### src/sv/c8core_pkg.sv
// -----------------------------------------------------------------------------
// c8core_pkg
// Shared types, codes and constants of the CHIP-8 core subset.
// -----------------------------------------------------------------------------
package c8core_pkg;

   localparam int ADDR_W    = 12;
   localparam int BYTE_W    = 8;
   localparam int INS_W     = 16;
   localparam int PIX_IDX_W = 11;
   localparam int ALU_W     = 13;
   localparam int NUM_V     = 16;

   localparam int MEM_BYTES_DEF     = 4096;
   localparam int SCREEN_WIDTH_DEF  = 64;
   localparam int SCREEN_HEIGHT_DEF = 32;

   localparam logic [ADDR_W-1:0] PC_RESET = 12'h200;
   localparam logic [INS_W-1:0]  CLS_WORD = 16'h00E0;
   localparam logic [3:0]        VF_IDX   = 4'hF;

   localparam logic [1:0] FUNC_WRITE = 2'd0;
   localparam logic [1:0] FUNC_EXEC  = 2'd1;
   localparam logic [1:0] FUNC_READ  = 2'd2;

   localparam logic [3:0] OP_SYS  = 4'h0;
   localparam logic [3:0] OP_JUMP = 4'h1;
   localparam logic [3:0] OP_SETV = 4'h6;
   localparam logic [3:0] OP_ADDV = 4'h7;
   localparam logic [3:0] OP_SETI = 4'hA;
   localparam logic [3:0] OP_DRAW = 4'hD;

   typedef struct packed {
      logic [1:0]           func;
      logic [ADDR_W-1:0]    mem_addr;
      logic [BYTE_W-1:0]    mem_data;
      logic [PIX_IDX_W-1:0] pixel_index;
   } req_type;

   typedef struct packed {
      logic [ADDR_W-1:0] pc_now;
      logic [INS_W-1:0]  instruction;
      logic              collision;
      logic              pixel_value;
   } rsp_type;

   typedef enum logic {
      ALU_ADD,
      ALU_SUB
   } alu_op_type;

   typedef struct packed {
      alu_op_type       op;
      logic [ALU_W-1:0] a;
      logic [ALU_W-1:0] b;
   } alu_req_type;

   typedef struct packed {
      logic [ALU_W-1:0] sum;
      logic             carry;
   } alu_rsp_type;

   typedef enum logic [1:0] {
      MOD_MEM,
      MOD_WIDTH,
      MOD_HEIGHT
   } mod_sel_type;

   typedef enum logic [4:0] {
      ST_CLEAR,
      ST_IDLE,
      ST_REDUCE,
      ST_WRITE,
      ST_FETCH_HI,
      ST_FETCH_LO_ADDR,
      ST_FETCH_LO,
      ST_DECODE,
      ST_EXEC,
      ST_DRAW_Y,
      ST_DRAW_ROWS,
      ST_DRAW_ADDR,
      ST_DRAW_READ,
      ST_DRAW_UPDATE,
      ST_PC_ADV,
      ST_PIX_READ,
      ST_PIX_BIT,
      ST_DONE
   } state_type;

endpackage

### src/sv/c8core_alu.sv
// -----------------------------------------------------------------------------
// c8core_alu
// Shared add/subtract unit; carry out of a subtract means a >= b.
// -----------------------------------------------------------------------------
module c8core_alu (
   input  c8core_pkg::alu_req_type req,
   output c8core_pkg::alu_rsp_type rsp
);
   import c8core_pkg::*;

   logic [ALU_W-1:0] b_eff;
   logic [ALU_W:0]   total;

   assign b_eff = (req.op == ALU_SUB) ? ~req.b : req.b;
   assign total = {1'b0, req.a} + {1'b0, b_eff} + {{ALU_W{1'b0}}, (req.op == ALU_SUB)};

   assign rsp.sum   = total[ALU_W-1:0];
   assign rsp.carry = total[ALU_W];

endmodule

### config.mk
export PLATFORM = sky130hd
export DESIGN_NAME = c8core_alu
export DESIGN_NICKNAME = d
export VERILOG_FILES = /design/src/sv/c8core_pkg.sv /design/src/sv/c8core_alu.sv
export SDC_FILE = /design/constraint.sdc
export NUM_CORES = 1
export LEC_CHECK = 0
export ABC_AREA = 1
export ABC_CLOCK_PERIOD_IN_PS = 5400
export BUFFER_PORTS_ARGS = -buffer_cell sky130_fd_sc_hd__buf_2
export CORE_MARGIN = 4
export CORE_UTILIZATION = 50
export DETAILED_ROUTE_END_ITERATION = 8
export GPL_TIMING_DRIVEN = 0
export PLACE_DENSITY = 0.89
export SYNTH_ARGS = -nofsm -noshare
export SYNTH_HDL_FRONTEND = slang
export SYNTH_SLANG_ARGS = --single-unit
### constraint.sdc
create_clock -name vclk -period 5.4
set_clock_uncertainty 0.2 [all_clocks]
set_input_delay 0.81 -clock vclk [all_inputs]
set_output_delay 0.81 -clock vclk [all_outputs]
set_load 0.03 [all_outputs]
# Word-level counts from Yosys, hierarchy flattened
# Cells that the tools add are included.
[word_totals]
reg_bits = 0
output_inout_bits = 14
elab_cells = 4
[op_classes]
addsub = 2
mux = 1
bitwise = 1
[ops]
columns = ["operator", "count"]
rows = [
  ["13-bit by 13-bit adder with 14-bit output", 1],
  ["14-bit by 1-bit adder with 14-bit output", 1],
  ["13-bit 2-to-1 mux", 1],
  ["13-bit NOT", 1],
]

# Logic depth before layout (Yosys ltp)
[depth]
ltp_word = 4
depth_mapped = 12

# Worst setup path after synthesis
# Ideal clock, no wire load.
[synth_timing]
kind = "input-to-output"
start = "input req[26] (netlist name)"
end = "output rsp[5] (netlist name)"
arrival_time_ns = 2.455
path_slack_ns = 1.935
cell_stages = 7
n_path_buf = 2
path_cell_list = "buf_6 > buf_4 > xor2_1 > fa_1 > nand3_1 > nand3_1 > xor2_1"
[synth_rtl]
columns = ["item", "line_no", "rtl"]
rows = [
  ["start, declared", "c8core_alu.sv:6", "input c8core_pkg::alu_req_type req,"],
  ["end, declared", "c8core_alu.sv:7", "output c8core_pkg::alu_rsp_type rsp"],
]

==> flow_metrics.env <==
export IMPL_grt_antenna_before_repair=0
export IMPL_synth_adder_area_share_pct=21.5
export IMPL_status="completed"
export IMPL_period_share_pct=67.3
export IMPL_syn_nets=205
export IMPL_area_growth_pct=25.6
export IMPL_hold_path_class="input pin to primary output"
export IMPL_drc=0
export IMPL_grt_max_degree=11
export IMPL_ios=41
export IMPL_core_area_sq_mm=0.00173
export IMPL_synth_compound_area_share_pct=4.97
export IMPL_netlist_area_sq_um=906
export IMPL_start_util_pct=52.5
export IMPL_slew_headroom_pct=82.4
export IMPL_fin_util_pct=65.9
export IMPL_drt_pass1_iterations=4
export IMPL_port_buffers=40
export IMPL_fp_dieW_um=50.6
export IMPL_whs_endpoint="rsp[1]"
export IMPL_dpl_cell_area_sq_mm=0.00114
export IMPL_overflow=0
export IMPL_rows=15
export IMPL_dieArea_sq_mm=0.00256
export IMPL_syn_inst=163
export IMPL_fin_crit_ps=3640
export IMPL_routed_via_count=1113
export IMPL_n_fill_cell=177
export IMPL_min_from="req[13]"
export IMPL_fin_setup_tns_ps=0
export IMPL_drt_iter0_drc=19
export IMPL_hold_viol_final=0
export IMPL_crit_type="input pin to primary output"
export IMPL_n_clock_buffer=0
export IMPL_crit_required_ps=4390
export IMPL_synth_top_family_by_area="simple AND/OR/NAND/NOR gates"
export IMPL_synth_area_mux_share_pct=0
export IMPL_cap_violations=0
export IMPL_totalPowerFinal_uw=229
export IMPL_crit_fanout=10
export IMPL_fin_nets=247
export IMPL_ys_warn_count=0
export IMPL_post_drt_wl_per_cell_um=10.4
export IMPL_seq_cells=0
export IMPL_first_global_vias=1016
export IMPL_postRouteAntennaNets=0
export IMPL_yosys_area_share_simple_pct=41.2
export IMPL_tightest_slew_ps=263
export IMPL_worstSetupEndpointType="primary output"
export IMPL_max_freq_ghz=0.275
export IMPL_cts_setup_buffers=0
export IMPL_cts_resized=0
export IMPL_synth_cell_types=19
export IMPL_hold_buffers=0
export IMPL_grtUsageTotal_pct=18.3
export IMPL_die_h_um=50.6
export IMPL_grt_pass1_wl_mm=3.86
export IMPL_wl_mm=2.36
export IMPL_maxSlewViolCount=0
export IMPL_regArea_sq_um=0
export IMPL_p_leak_nw=0.738
export IMPL_p_per_area_mw_per_mm2=201
export IMPL_ir_worst_vdd_mv=0.128
export IMPL_gp_congestion=0.872
export IMPL_start_kind="input pin"
export IMPL_synthXorXnorAreaFrac_pct=17.4
export IMPL_place_hpwl_mm=2.12
export IMPL_diodes=0
export IMPL_worst_ep_arrival_time_ps=2630
export IMPL_layout_drive_gt1_share_pct=23.6
export IMPL_post_place_ws_ps=1760
export IMPL_postLayoutSetupSlackWorst_ps=1760
export IMPL_yosysSeqAreaShare_pct=0
export IMPL_design_area_sq_mm=0.00114
export IMPL_syn_area_per_cell_sq_um=5.56
export IMPL_setup_viol_count_final=0
export IMPL_hold_path_depth=4
export IMPL_grt_setup_unrepaired="no"
export IMPL_via_per_inst=4.88
-- cells in the final DEF (no fill, tap or decap) --
master   instances
inv_2            1
xor2_1          15
nand3_1         11
buf_6            1
a21oi_1          8
nor2_1           8
ha_1            14
and2_1           1
nand2_2          2
nand4_1          4
xnor2_1          3
inv_1           30
buf_4            1
o21ai_0          1
nand2_1         58
nor2_2           2
and2_4           1
nor3_1           1
buf_2           40
fa_1             1
-- area by class of cell --
type                            count  area [sq um]  area share, %
Buffer                              2          18.8           1.65
Inverter                           31           116           10.2
Multi-Input combinational cell    130           771           67.8
Tap cell                           25          31.3           2.75
Timing Repair Buffer               40           200           17.6
-- synth_stat cells --
| cell | n | area share [%] |
|---|---|---|
| buf_6 | 1 | 1.2 |
| nand4_1 | 4 | 2.8 |
| nand2_2 | 2 | 1.4 |
| o21ai_0 | 1 | 0.55 |
| buf_4 | 1 | 0.83 |
| inv_1 | 30 | 12 |
| nand3_1 | 11 | 6.1 |
| nor2_2 | 2 | 1.4 |
| xnor2_1 | 3 | 2.9 |
| nor3_1 | 1 | 0.55 |
| ha_1 | 14 | 19 |
| and2_1 | 1 | 0.69 |
| fa_1 | 1 | 2.2 |
| inv_2 | 1 | 0.41 |
| a21oi_1 | 8 | 4.4 |
| nor2_1 | 8 | 3.3 |
| and2_4 | 1 | 0.97 |
| xor2_1 | 15 | 15 |
| nand2_1 | 58 | 24 |
-- metrics by stage --
step	instances	hold slack, ps
final	228	1790
after global routing	228	1840
after CTS	228	1800
after detailed placement	228	1800
after global placement	228	1780
after floorplan	163	1640
-- layer usage --
metal  up-vias  track usage, %  share of wire, %
li1        579               -                 -
met1       494            22.4                40
met2        32            33.0                52
met3         8            1.78               6.0
met4         0            5.83               1.7
met5         -               0                 0
-- kinds of logic after synthesis --
| logic type | count (synthesis) |
|---|---|
| and+or+nand+nor | 88 |
| buffers and inverters | 33 |
| AOI/OAI and AO/OA | 9 |
| xor gates and xnor gates | 18 |
| adders and majority gates | 15 |
-- worst max-delay path by stage --
stage                 start     end
finish              req[26]  rsp[9]
global route        req[26]  rsp[7]
CTS                 req[26]  rsp[9]
detailed placement  req[26]  rsp[9]
global placement    req[26]  rsp[9]
floorplan           req[26]  rsp[5]
-- critical path: stages --
cell	delay (ps)
buf_6	100
buf_4	190
xor2_1	200
fa_1	480
nand3_1	120
nand3_1	160
a21oi_1	200
xnor2_1	140
buf_2	220
-- report_power, final --
part           switching (mW)  total, mW  internal (mW)
Clock                       0          0              0
Sequential                  0          0              0
Combinational           0.151      0.229         0.0775
Total                   0.151      0.229         0.0775
No activity file was read; power rests on OpenSTA's default activity.
